<file path="config.mk">
export PLATFORM = sky130hd
export DESIGN_NAME = ssw_ctrl
export DESIGN_NICKNAME = d
export VERILOG_FILES = /design/src/design/ssw_pkg.sv /design/src/design/ssw_ctrl.sv
export SDC_FILE = /design/constraint.sdc
export NUM_CORES = 1
export LEC_CHECK = 0
export ABC_AREA = 1
export BUFFER_PORTS_ARGS = -buffer_cell sky130_fd_sc_hd__buf_2
export CAP_MARGIN = 20
export CORE_ASPECT_RATIO = 1.4
export CORE_MARGIN = 3
export CORE_UTILIZATION = 44
export DETAILED_ROUTE_END_ITERATION = 12
export GPL_ROUTABILITY_DRIVEN = 0
export PLACE_DENSITY = 0.78
export SYNTH_ARGS = -nofsm -noshare
export SYNTH_HDL_FRONTEND = slang
export SYNTH_SLANG_ARGS = --single-unit
</file>
<file path="constraint.sdc">
create_clock -name clk -period 3.1 [get_ports clk]
set_clock_uncertainty 0.05 [all_clocks]
set_input_delay 0.62 -clock clk [delete_from_list [all_inputs] [get_ports clk]]
set_output_delay 0.62 -clock clk [all_outputs]
set_load 0.05 [all_outputs]
</file>
<file path="src/design/ssw_pkg.sv">
// ----------------------------------------------------------------------------
// ssw_pkg: shared types and constants for the seven point stencil sweep
// Register indexes, item control flags and divide-by-ten constants.
// ----------------------------------------------------------------------------
package ssw_pkg;

  localparam int DATA_W    = 32;
  localparam int SIZE_X_W  = 11;
  localparam int SIZE_Y_W  = 7;
  localparam int SIZE_Z_W  = 7;
  localparam int CFG_W     = 11;
  localparam int CFG_IDX_W = 2;

  typedef enum logic [CFG_IDX_W-1:0] {
    REG_SIZE_X = 2'd0,
    REG_SIZE_Y = 2'd1,
    REG_SIZE_Z = 2'd2
  } cfg_reg_t;

  localparam logic MODE_DRAIN = 1'b1;

  typedef logic signed [DATA_W-1:0] word_t;

  typedef struct packed {
    logic res;
    logic last;
    logic ym_en;
    logic yp_en;
    logic zm_en;
    logic zp_en;
    logic xm_en;
    logic xp_en;
  } ssw_item_t;

  // Partial sums, full sum and magnitude widths.
  localparam int PA_W  = 35;
  localparam int PB_W  = 34;
  localparam int SUM_W = 36;
  localparam int MAG_W = 35;

  // floor(m / 10) == (m * RECIP_10) >> RECIP_SHIFT for every m below 2**38.
  localparam int              RECIP_W     = 36;
  localparam logic [RECIP_W-1:0] RECIP_10 = 36'd54975581389;
  localparam int              RECIP_SHIFT = 39;
  localparam int              MAG_SPLIT   = 18;

endpackage

</file>
<file path="src/design/ssw_ctrl.sv">
// ----------------------------------------------------------------------------
// ssw_ctrl: raster cursor and store addressing
// Tracks the voxel and drain cursors, builds the six read addresses, the
// write address and the per-item stencil flags.
// ----------------------------------------------------------------------------
module ssw_ctrl import ssw_pkg::*; #(
  parameter int MAX_X = 1024,
  parameter int MAX_Y = 64,
  parameter int MAX_Z = 64,
  parameter int AW    = 13
) (
  input  logic                clk,
  input  logic                rst_n,
  input  logic                accept,
  input  logic                mode,
  input  logic [SIZE_X_W-1:0] size_x,
  input  logic [SIZE_Y_W-1:0] size_y,
  input  logic [SIZE_Z_W-1:0] size_z,
  output ssw_item_t           item,
  output logic                wr_en,
  output logic [AW-1:0]       wr_addr,
  output logic [AW-1:0]       addr_c,
  output logic [AW-1:0]       addr_xm,
  output logic [AW-1:0]       addr_ym,
  output logic [AW-1:0]       addr_yp,
  output logic [AW-1:0]       addr_zm,
  output logic [AW-1:0]       addr_zp
);

  localparam int XW  = (MAX_X > 1) ? $clog2(MAX_X) : 1;
  localparam int YW  = (MAX_Y > 1) ? $clog2(MAX_Y) : 1;
  localparam int ZW  = (MAX_Z > 1) ? $clog2(MAX_Z) : 1;
  localparam int XCW = $clog2(MAX_X + 1);
  localparam int YCW = $clog2(MAX_Y + 1);
  localparam int ZCW = $clog2(MAX_Z + 1);

  logic [XW-1:0]  pos_x_r, pos_x_nxt;
  logic [YW-1:0]  pos_y_r, pos_y_nxt;
  logic [ZW-1:0]  pos_z_r, pos_z_nxt;
  logic           pending_r, pending_nxt;

  logic [XCW-1:0] sx;
  logic [YCW-1:0] sy;
  logic [ZCW-1:0] sz;
  logic           voxel;
  logic           restart;
  logic [XW-1:0]  cx;
  logic [YW-1:0]  cy;
  logic [ZW-1:0]  cz;
  logic [XCW-1:0] x_inc;
  logic [YCW-1:0] y_inc;
  logic [ZCW-1:0] z_inc;
  logic           x_wrap;
  logic           y_wrap;
  logic           z_wrap;
  logic           par;

  function automatic logic [AW-1:0] slot(input logic p, input logic [YW-1:0] y,
                                         input logic [ZW-1:0] z);
    slot = AW'((AW'(p) * AW'(MAX_Y) + AW'(y)) * AW'(MAX_Z) + AW'(z));
  endfunction

  // clamp extents to [1, max]
  always_comb begin
    if (size_x == '0) begin
      sx = XCW'(1);
    end else if (32'(size_x) > MAX_X) begin
      sx = XCW'(MAX_X);
    end else begin
      sx = XCW'(size_x);
    end
    if (size_y == '0) begin
      sy = YCW'(1);
    end else if (32'(size_y) > MAX_Y) begin
      sy = YCW'(MAX_Y);
    end else begin
      sy = YCW'(size_y);
    end
    if (size_z == '0) begin
      sz = ZCW'(1);
    end else if (32'(size_z) > MAX_Z) begin
      sz = ZCW'(MAX_Z);
    end else begin
      sz = ZCW'(size_z);
    end
  end

  always_comb begin
    voxel   = (mode != MODE_DRAIN);
    restart = voxel && pending_r;
    cx      = restart ? '0 : pos_x_r;
    cy      = restart ? '0 : pos_y_r;
    cz      = restart ? '0 : pos_z_r;
    x_inc   = XCW'(cx) + XCW'(1);
    y_inc   = YCW'(cy) + YCW'(1);
    z_inc   = ZCW'(cz) + ZCW'(1);
    x_wrap  = (x_inc >= sx);
    y_wrap  = (y_inc >= sy);
    z_wrap  = (z_inc >= sz);
    par     = voxel ? ~cx[0] : ~sx[0];
  end

  always_comb begin
    item.res   = voxel ? (cx != '0) : pending_r;
    item.last  = !voxel && z_wrap && y_wrap;
    item.ym_en = (cy != '0);
    item.yp_en = (y_inc < sy);
    item.zm_en = (cz != '0);
    item.zp_en = (z_inc < sz);
    item.xm_en = voxel ? ((XCW + 1)'(cx) >= (XCW + 1)'(2))
                       : ((XCW + 1)'(sx) >= (XCW + 1)'(2));
    item.xp_en = voxel;

    addr_c  = slot(par, cy, cz);
    addr_xm = slot(~par, cy, cz);
    addr_ym = slot(par, cy - YW'(1), cz);
    addr_yp = slot(par, cy + YW'(1), cz);
    addr_zm = slot(par, cy, cz - ZW'(1));
    addr_zp = slot(par, cy, cz + ZW'(1));

    wr_en   = accept && voxel;
    wr_addr = addr_xm;
  end

  always_comb begin
    pos_x_nxt   = pos_x_r;
    pos_y_nxt   = pos_y_r;
    pos_z_nxt   = pos_z_r;
    pending_nxt = pending_r;
    if (accept) begin
      if (voxel) begin
        pos_z_nxt = z_wrap ? '0 : ZW'(z_inc);
        pos_y_nxt = z_wrap ? (y_wrap ? '0 : YW'(y_inc)) : cy;
        pos_x_nxt = (z_wrap && y_wrap) ? (x_wrap ? '0 : XW'(x_inc)) : cx;
        pending_nxt = z_wrap && y_wrap && x_wrap;
      end else if (pending_r) begin
        // last drain lands on both wraps, leaving the cursor at the origin
        pos_z_nxt   = z_wrap ? '0 : ZW'(z_inc);
        pos_y_nxt   = z_wrap ? (y_wrap ? '0 : YW'(y_inc)) : cy;
        pending_nxt = !(z_wrap && y_wrap);
      end
    end
  end

  always_ff @(posedge clk) begin
    if (!rst_n) begin
      pos_x_r   <= '0;
      pos_y_r   <= '0;
      pos_z_r   <= '0;
      pending_r <= 1'b0;
    end else begin
      pos_x_r   <= pos_x_nxt;
      pos_y_r   <= pos_y_nxt;
      pos_z_r   <= pos_z_nxt;
      pending_r <= pending_nxt;
    end
  end

endmodule

</file>
Yosys cells after proc, flatten, opt, wreduce, memory -nomap -nowiden
Index checks and enable logic that the tools add are counted.
{"block": "word_totals", "reg_bits": 23, "in_bits": 29, "output_inout_bits": 100, "word_cells": 74}
{"block": "classes", "n_addsub": 17, "n_lt_le_gt_ge": 10, "eq_ne": 1, "n_mux": 23, "n_bitwise": 4, "reduce_logical": 15}
{"operator": "$add A13 B6 Y13", "n": 6}
{"operator": "$mux W6", "n": 9}
{"operator": "$mux W10", "n": 3}
{"operator": "$add A7 B6 Y7", "n": 4}
{"operator": "$mux W7", "n": 4}
{"operator": "$mux W11", "n": 2}
{"operator": "$add A6 B1 Y7 const B", "n": 2}
{"operator": "$ge A7 B7 Y1", "n": 2}
{"operator": "$gt A7 B7 Y1 const B", "n": 2}
{"operator": "$logic_not A7 Y1", "n": 2}
{"operator": "$lt A7 B7 Y1", "n": 2}
{"operator": "$add A6 B1 Y6 const B", "n": 2}
{"operator": "$reduce_bool A6 Y1", "n": 2}
{"operator": "$sub A6 B1 Y6 const B", "n": 2}
{"operator": "$add A10 B1 Y11 const B", "n": 1}
{"operator": "$ge A11 B11 Y1", "n": 1}
{"operator": "$ge A11 B2 Y1 const B", "n": 1}
{"operator": "$gt A11 B11 Y1 const B", "n": 1}
{"operator": "$logic_not A11 Y1", "n": 1}
{"operator": "$ge A10 B2 Y1 const B", "n": 1}
{"operator": "$reduce_bool A10 Y1", "n": 1}
{"operator": "$logic_and A1 B1 Y1", "n": 6}
{"operator": "$mux W1", "n": 5}
{"operator": "$not A1 Y1", "n": 4}
{"operator": "other kinds (3)", "n": 4}

Depth between registers and ports, before layout
Gate-level depths: netlist of the first run.
{"block": "logic_depth", "word_depth": 9, "ltp_mapped": 21, "mapped_depth_nobuf": 21}

Worst setup path before layout of the first run
No wires, ideal clock.
{"block": "synth_path", "path_kind": "input port to output port", "start": "input mode", "end": "output item[6] (netlist name)", "arrival_ns": 4.329, "t_required_ns": 2.430, "slack_ns": -1.899, "cell_stages": 15, "n_path_buf": 1, "path_cell_list": "inv_4 > nand2_8 > inv_8 > buf_12 > nor2_1 > ha_1 > nand3_1 > xor2_1 > ha_1 > nand2_1 > nand2_1 > a21oi_1 > nand3_2 > nand3_1 > inv_1"}
{"element": "start, declared", "line_no": "ssw_ctrl.sv:15", "text": "input logic mode,"}
{"element": "end, declared", "line_no": "ssw_ctrl.sv:19", "text": "output ssw_item_t item,"}

==> results.cfg, run 1 <==
[route]
drtAntennaViolNets = 0
wirelength_mm = 10.05
wire_per_inst_um = 13.51
drt-vias-per-instance = 5.019
drtIter0Drc = 190
drc = 0
dr_total_vias = 3734
drt_pass1_iterations = 4

[sta]
finalCritPeriodShare = 1.051
rsz0062_at_grt = yes
max_freq_mhz = 306.9
worstMarginPinSlew_ps = 532.4
slew_headroom = 0.6447
finalHoldViolCount = 0
setup_slack_ps = -158.6
finalMaxSlewViolations = 0
fin_crit_ps = 3259
finalSetupViolations = 2
worst_hold_slack_ps = 428.6

[worst_hold_path]
min_from = pos_z_r[1]
min_path_cells = 2
hp-class = reg2reg
min_to = pos_z_r[1]

[synthesis]
synthTopCellsByArea = dfxtp_1, nand2_1, buf_4
avgSynthCellArea_um2 = 6.472
synth_edf_count = 0
syn_nets = 567
synth_top_area_share = 0.1409
synth_top_cell_by_area = dfxtp_1
synth_cells = 505
synthFlopType = dfxtp_1
synth_warnings = 0
synth-async-reset-ratio = 0
syn_area_um2 = 3268
ys_seq_area_frac = 0.1409
yosys_register_bits = 23
synth.distinct_cells = 37

[floorplan]
rows = 36
start_util = 0.4621
num_io_pins = 129
fp.coreArea_um2 = 7072
die_x_um = 78.84
chipHeight_um = 108.0
die_area_um2 = 8513

[cts]
cts_buffer_depth = 2
clk_pin_slew_ps = 90
cts-buffers-inserted = 3
clkLatencyLatePin_ps = 280
root_buffer = clkbuf_8
htree_levels = 1
cts_tree = done
cts_sinks = 23

[run_status]
violations = negative setup slack
status = finished, violations left

[worst_setup_path]
cp-startpoint = mode
r2r-start = pending_r
crit_required_ps = 2430
start_kind = primary input
rrSetupSlack_ps = 120
cp_max_fo = 5
rr_endpoint = pos_x_r[8]
worstPathArrival_ps = 2590
reg2regPathDepth = 21
crit_type = in2out
crit_path_end_kind = primary output

[power]
p_leak_nw = 2.558
ir_drop_v = 0.0001343
power_density_nw_per_um2 = 236.1

[global_route]
grtUsageMet2 = 0.4429
use_met1 = 0.2280
grt_pass1_vias = 3582
met3_usage = 0.02583
grt_most_used_layer = met2
overflow = 0
grt_max_degree = 14
grt_antenna_before_repair = 0
grt_usage = 0.2221
grt_pass1_wl_mm = 15.57

[finish]
layout.cells.non_filler = 744
syn_to_final_growth_pct = 45.44
diodes = 0
utilization = 0.6722
nets = 712
drive_gt1_frac = 0.4838
n_fill_cell = 590

[placement]
port_buffers = 128
dp.cells = 733
dp_hpwl_mm = 7.845

[flow_run]
drv_cap = 0
## routing by layer
layer / up-vias / share of wire
met1: 1723 / 0.36
met2: 146 / 0.55
li1: 1836 / -
met3: 29 / 0.063
met4: 0 / 0.027
met5: - / 0
## worst max-delay path, stage by stage
cell        delay (ps)
buf_12              90
inv_12              30
nand2_8             90
buf_4              130
nand2_2            100
nor3_4             170
nand4_1            110
nand2_1            110
inv_2               50
ha_1               290
nand2_1             90
inv_1               60
a21oi_2            180
nand3_2            130
nand3_4            110
clkinvlp_4          90
buf_8              150
## layout make-up
| class | count | area (µm²) | area share |
|---|---|---|---|
| sequential | 23 | 461.7 | 0.09713 |
| timing repair inverter | 1 | 7.507 | 0.001579 |
| tap | 95 | 118.9 | 0.02501 |
| clock buffer | 4 | 45.04 | 0.009476 |
| multi-input combinational | 343 | 2554 | 0.5372 |
| inverter | 77 | 321.6 | 0.06765 |
| timing repair buffer | 201 | 1245 | 0.2619 |
## state kept, by name, summed over array words and instances (netlist names)
| register | cells |
|---|---|
| pos_z_r | 6 |
| pos_x_r | 10 |
| pending_r | 1 |
| pos_y_r | 6 |
## cells in the final DEF, fill, tap and decap left out, types with 2 or more instances in the layout
cell        Yosys  layout
nor2_4          8      13
xor2_4          0       4
xor2_2          1       5
nor3_1          4       2
buf_2           0     124
clkbuf_8        0       3
buf_6           0       5
nor2_2          4       5
nor2_8          2       2
o21ai_0        17      17
inv_2           7      10
buf_4          57      69
nand3_1        19      12
nand2_2         3      10
and2_1          4       2
xor2_1         11       3
nor2_1         35      29
inv_1          66      61
nand3_4         0       4
ha_1           33      24
dfxtp_1        23      22
a21oi_1        43      34
buf_8           0       2
nand2_4         2       6
a21oi_2         4      12
nor4_1          3       3
nand4_1         9       9
nor3_4          0       3
xnor2_2         0       3
nand2_1       120     109
nand3_2         4       7
o21ai_2         1       2
ha_4            0       9
xnor2_4         0       2
nor3_2          3       2
clkinvlp_4      0       3
## report_power, final
group	total, mW	internal (mW)	switching, mW
sequential	0.314	0.306	0.00824
clock	0.206	0.0925	0.114
combinational	0.602	0.193	0.409
## cell families after synthesis
logic type                 share of synthesized area
DFF                                           0.1409
and+or+nand+nor                               0.3315
buffers and inverters                         0.2332
adders and majority gates                     0.1263
AOI/OAI and AO/OA                             0.1175
xor gates and xnor gates                     0.05054
## stage by stage
step | area [µm²] | setup slack (ps) | TNS, ps | power, mW
after floorplan | 3560 | -822.5 | -17250 | 0.7408
after detailed placement | 4359 | -403.8 | -5428 | 0.8773
after global routing | 4753 | -277.2 | -1041 | 1.174
after CTS | 4594 | -139.2 | -175.8 | 1.095
after global placement | 4359 | -317.4 | -2657 | 0.8626
final | 4753 | -158.6 | -211.2 | 1.122
## worst max path at each step
stage	cells past startpoint	slack, ps	endpoint
3_3_place_gp	16	-320	item[6]
4_1_cts	19	-140	item[6]
6_report	17	-160	item[6]
2_1_floorplan	14	-820	item[6]
5_1_grt	17	-280	item[6]
3_5_place_dp	18	-400	item[6]
## Yosys cell counts, types with 2 or more instances
library cell / instances
xor2_1: 11
inv_1: 66
a21oi_1: 43
clkinv_1: 2
ha_1: 33
nor2_1: 35
and2_1: 4
o21ai_1: 2
inv_2: 7
nand2_1: 120
xnor2_1: 6
nor2_4: 8
nand3_2: 4
nand4_1: 9
nand3_1: 19
o21ai_0: 17
nand2_4: 2
buf_4: 57
nor3_2: 3
a21oi_2: 4
nor2_8: 2
clkbuf_1: 4
nor3_1: 4
nor2_2: 4
nor4_1: 3
dfxtp_1: 23
nand2_2: 3
## timing repair
item	4_1_cts	5_1_grt
resized for setup	33	36
hold buffers	0	0
buffers inserted	4	2
pin swaps	23	16
cloned	0	1
setup endpoints to repair	3	14
Power figures use the tool's default switching activity.
==> run 2, diff against run 1 <==
ABC_AREA = 0   (was 1)
PLACE_DENSITY = 0.8   (was 0.78)
==> run 2 against run 1 <==
The flow still finishes with violations (negative setup slack). Critical path depth decreased by 1. Global-route usage is 0.083 points lower. Die area is 9.4% lower. Sequential share of layout area up 0.55 points. Final cell count decreased by 17%. Largest cell class unchanged. Largest power group unchanged.
==> results.cfg, run 2 <==
[finish]
largest-register = pos_x_r
nets = 612
drive_gt1_frac = 0.5282
mostFrequentLayoutCells = buf_2, buf_4, nand2_1
largest_register_ffs = 10
n_fill_cell = 481
diodes = 0
syn_to_final_growth_pct = 52.55
reg.largest.list = pos_x_r (10), pos_y_r (6), pos_z_r (6)
mostFrequentLayoutCell = buf_2

[floorplan]
start_util = 0.4639
chipHeight_um = 102.7
die_x_um = 75.09
rows = 34
fp.coreArea_um2 = 6339
num_io_pins = 129
die_area_um2 = 7714

[synthesis]
yosys_register_bits = 23
synth_common_cells = buf_4, nand2_1, ha_1, nor2_1
syn_area_um2 = 2940
synth-async-reset-ratio = 0
syn_nets = 463
ys_seq_area_frac = 0.1566
yosysMostFrequentCell = buf_4
synthTopCellsByArea = dfxtp_1, buf_4, ha_1
synth_top_area_share = 0.1566
synth_warnings = 0
synth_top_cell_by_area = dfxtp_1
synth_cells = 401
avgSynthCellArea_um2 = 7.332
synth_edf_count = 0
synth.distinct_cells = 53
synthFlopType = dfxtp_1

[worst_setup_path]
cp-startpoint = mode
crit_required_ps = 2430
worstPathArrival_ps = 3020
cp_max_fo = 6
rr_endpoint = pos_x_r[5]
r2r-start = pending_r
crit_type = in2out
start_kind = primary input
crit_path_end_kind = primary output
rrSetupSlack_ps = -50
reg2regPathDepth = 18

[sta]
max_freq_mhz = 270.9
slew_headroom = 0.7179
worst_hold_slack_ps = 442.9
finalCritPeriodShare = 1.191
fin_crit_ps = 3692
finalSetupViolations = 16
finalMaxSlewViolations = 0
setup_slack_ps = -591.5
rsz0062_at_grt = yes
setup_tns_ps = -2456
worstMarginPinSlew_ps = 422.1
finalHoldViolCount = 0

[flow_run]
drv_cap = 0

[worst_hold_path]
hp-class = reg2reg
min_from = pos_z_r[1]
min_path_cells = 2
min_to = pos_z_r[1]

[route]
drtIter0Drc = 150
wire_per_inst_um = 15.08
drt_pass1_iterations = 4
drtAntennaViolNets = 0
dr_total_vias = 3335
wl_met2_mm = 5.254
wirelength_mm = 9.367
topRoutingLayerUsed = met4
drc = 0
met1_length_mm = 3.326
met3_length_um = 526
drt-vias-per-instance = 5.370

[global_route]
overflow = 0
grt_pass1_wl_mm = 13.78
grt_usage = 0.2213
grt_antenna_before_repair = 0
grt_max_degree = 23
grt_pass1_vias = 3115

[power]
p_leak_nw = 2.264
power_density_nw_per_um2 = 194.3
finalPower_uw = 871.3
ir_drop_v = 0.0001182

[placement]
port_buffers = 128
dp_hpwl_mm = 6.689

[run_status]
status = finished, violations left
violations = negative setup slack

[cts]
htree_levels = 1
cts_buffer_depth = 2
cts_tree = done
cts-buffers-inserted = 3
clkLatencyLatePin_ps = 280
cts_sinks = 23
root_buffer = clkbuf_8
clk_pin_slew_ps = 90
## run 2: changes by cell type after synthesis, moves of 7 or more
cell | previous run | this run
nor2_1 | 35 | 28
nor2b_1 | 0 | 8
nand2_1 | 120 | 50
nor3_1 | 4 | 12
o21ai_0 | 17 | 10
xnor2_1 | 6 | 13
a21oi_1 | 43 | 16
nor2_4 | 8 | 0
inv_1 | 66 | 23
inv_2 | 7 | 0
## run 2: final cells by class
| class | count | area [µm²] | area share |
|---|---|---|---|
| inverter | 24 | 103.9 | 0.02315 |
| timing repair buffer | 211 | 1363 | 0.3038 |
| multi-input combinational | 287 | 2422 | 0.5400 |
| clock buffer | 3 | 41.29 | 0.009205 |
| clock inverter | 1 | 5.005 | 0.001116 |
| tap | 72 | 90.09 | 0.02008 |
| sequential | 23 | 460.4 | 0.1027 |
## run 2: worst max path at each step
stage,slack [ps],depth (start not counted),endpoint
4_1_cts,-440,14,item[6]
5_1_grt,-680,16,item[6]
3_5_place_dp,-740,16,item[6]
3_3_place_gp,-660,14,item[6]
2_1_floorplan,-1250,16,item[6]
6_report,-590,16,item[6]
## run 2: stage by stage
stage                 util  cell area [µm²]  instances  setup slack [ps]
floorplan                -             3182        401             -1245
global placement    0.6210             3936        604            -656.4
detailed placement  0.6210             3936        604            -738.6
CTS                 0.6678             4233        614            -440.3
global route        0.7077             4486        621            -682.8
finish              0.7077             4486        621            -591.5
## run 2: cells by family after synthesis
group / Yosys count / share of synthesized area
adders and majority gates: 33 / 0.1404
xor gates and xnor gates: 22 / 0.06553
AOI/OAI and AO/OA: 70 / 0.1664
muxes: 1 / 0.003404
DFF: 23 / 0.1566
buffers and inverters: 91 / 0.1962
and+or+nand+nor: 161 / 0.2715
## run 2: power breakdown
group,internal [mW],switching [mW],total [mW]
Sequential,0.298,0.00402,0.302
Clock,0.0903,0.111,0.202
Combinational,0.128,0.240,0.368
## run 2: critical path, stage by stage
cell	delay, ps
buf_6	90
nand2b_4	200
buf_12	160
nand2_8	60
clkinvlp_4	100
ha_4	180
buf_4	140
nand3_1	90
nor3_1	70
ha_1	310
nand4_1	180
nor2_2	230
a21oi_2	80
or2_4	250
nor2_4	100
buf_8	150
## run 2: repair_timing
| action | CTS | global route |
|---|---|---|
| hold buffers | 0 | 0 |
| setup buffers | 6 | 10 |
| gates resized for setup | 39 | 42 |
| cloned | 1 | 1 |
| setup endpoints to repair | 19 | 22 |
| pin swaps | 15 | 20 |
## run 2: metal layers
layer / vias up / GRT usage
met1: 1549 / 0.2402
met2: 147 / 0.4262
met4: 0 / 0.08082
met3: 26 / 0.02341
met5: - / 0
li1: 1613 / -
==> run 3, diff against run 2 <==
==> constraint.sdc (replaced) <==
create_clock -name clk -period 3.1 [get_ports clk]
set_clock_uncertainty 0.05 [all_clocks]
set_input_delay 0.31 -clock clk [delete_from_list [all_inputs] [get_ports clk]]
set_output_delay 0.31 -clock clk [all_outputs]
set_load 0.05 [all_outputs]
==> run 3 against run 2 <==
The flow still finishes with violations (negative setup slack). Sequential share of layout area grew 1.2 points. Power fell by 3.0%. First-iteration DRC count down 8.0%. Worst hold slack worse by 92 ps. Register-to-register slack better by 160 ps. Non-clock buffer count decreased by 23. Count of clock-buffer cells in the layout unchanged. Global-route usage is 1.7 points lower. Cell area fell by 9.6%. Sequential cell count is the same. Core utilization decreased by 6.8 points. Fmax increased by 18%.
==> results.cfg, run 3 (same netlist as run 2, synthesis figures left out) <==
[power]
p_leak_nw = 2.076
power_density_nw_per_um2 = 208.5
ir_drop_v = 0.0001705

[floorplan]
rows = 34
die_x_um = 75.09
num_io_pins = 129
start_util = 0.4639
chipHeight_um = 102.7
fp.coreArea_um2 = 6339
die_area_um2 = 7714

[flow_run]
drv_cap = 0

[worst_setup_path]
start_kind = flip-flop
slowest_stage = a221o_1
crit_type = reg2out
cp_max_fo = 8
crit_path_end_kind = primary output
crit_required_ps = 2740
max_stage_delay_ps = 380
worstPathArrival_ps = 2760
worstPathCellList = nand2b_4 > and2_4 > ha_4 > nand3_1 > nor3_1 > ha_1 > buf_4 > a221o_1 > a31oi_4 > or2_4 > nor2_4 > buf_6

[cts]
cts-buffers-inserted = 3
clkLatencyLatePin_ps = 280
cts_sinks = 23
clk_pin_slew_ps = 80
cts_buffer_depth = 2
root_buffer = clkbuf_8
cts_hold_buffers = 0
cts_tree = done
htree_levels = 1

[global_route]
overflow = 0
grt_usage = 0.2043
grt_pass1_wl_mm = 12.70
grt_antenna_before_repair = 0
grt_pass1_vias = 2903
grt_max_degree = 23

[route]
drt-vias-per-instance = 5.400
wire_per_inst_um = 14.18
drtAntennaViolNets = 0
drc = 0
drtIter0Drc = 138
dr_total_vias = 3229
drt_pass1_iterations = 4
wirelength_mm = 8.482

[sta]
finalHoldViolCount = 0
finalMaxSlewViolations = 0
setup_tns_ps = -21.24
fin_crit_ps = 3121
rsz0062_at_grt = yes
finalCritPeriodShare = 1.007
worst_hold_slack_ps = 350.8
slew_headroom = 0.6942
max_freq_mhz = 320.4
setup_slack_ps = -21.24
worstMarginPinSlew_ps = 454.5
finalSetupViolations = 1

[finish]
largest-register = pos_x_r
mostFrequentLayoutCell = buf_2
fin_area_um2 = 4054
mostFrequentLayoutCells = buf_2, buf_4, nand2_1
syn_to_final_growth_pct = 37.87
n_fill_cell = 521
nets = 589
drive_gt1_frac = 0.4582
diodes = 0
reg.largest.list = pos_x_r (10), pos_y_r (6), pos_z_r (6)
largest_register_ffs = 10

[placement]
placed_area_um2 = 3745
dp_hpwl_mm = 6.684
port_buffers = 128

[run_status]
violations = negative setup slack
status = finished, violations left

[worst_hold_path]
hp-class = in2reg
-- run 3: path summary, 6_finish.rpt --
check	slack, ps	to	from	depth (start not counted)
min reg2reg	460	pos_z_r[5]	pos_z_r[5]	2
max	-20	item[6]	pending_r	12
min	350	pending_r	accept	3
max reg2reg	110	pos_y_r[1]	pending_r	15
-- run 3: critical path, delay by kind of cell, from the launching register on --
kind / cells / cell delay, ps
flops: 1 / 340
buf+inv: 2 / 300
simple gates: 6 / 830
compound gates: 2 / 570
fa+ha+maj: 2 / 430
-- run 3: stage by stage --
step	power (mW)	util	instances	setup slack, ps
3_3_place_gp	0.6234	0.5908	585	-158.3
4_1_cts	0.8318	0.6086	591	-33.36
3_5_place_dp	0.6316	0.5908	585	-236.4
2_1_floorplan	0.5491	-	401	-624.2
5_1_grt	0.8885	0.6396	598	-150.8
6_report	0.8452	0.6396	598	-21.24
-- run 3: power by group --
part	switching (mW)	internal, mW	leakage (nW)
Combinational	0.231	0.112	1.87
Sequential	0.00333	0.298	0.187
Clock	0.110	0.0914	0.0217
-- run 3: final cells by class --
class / count / area [µm²] / share of cell area
clock buffers: 3 / 41.29 / 0.01019
clock inverters: 1 / 7.507 / 0.001852
inverters: 24 / 103.9 / 0.02562
multi-input cells: 287 / 2218 / 0.5472
flip-flops and latches: 23 / 462.9 / 0.1142
well taps: 72 / 90.09 / 0.02222
repair buffers: 188 / 1130 / 0.2787
-- run 3: metal layers --
layer,wire [µm],share of wire,track usage,up-vias
li1,-,-,-,1570
met1,3016,0.36,0.2248,1489
met2,4739,0.56,0.4047,146
met3,506,0.060,0.02049,24
met4,219,0.026,0.04658,0
met5,0,0,0,-
-- run 3: repair_timing --
action	CTS	global route
buffers inserted	2	7
endpoints found under the setup margin	12	19
gates cloned	0	0
gates resized for setup	14	27
pin swaps	12	14
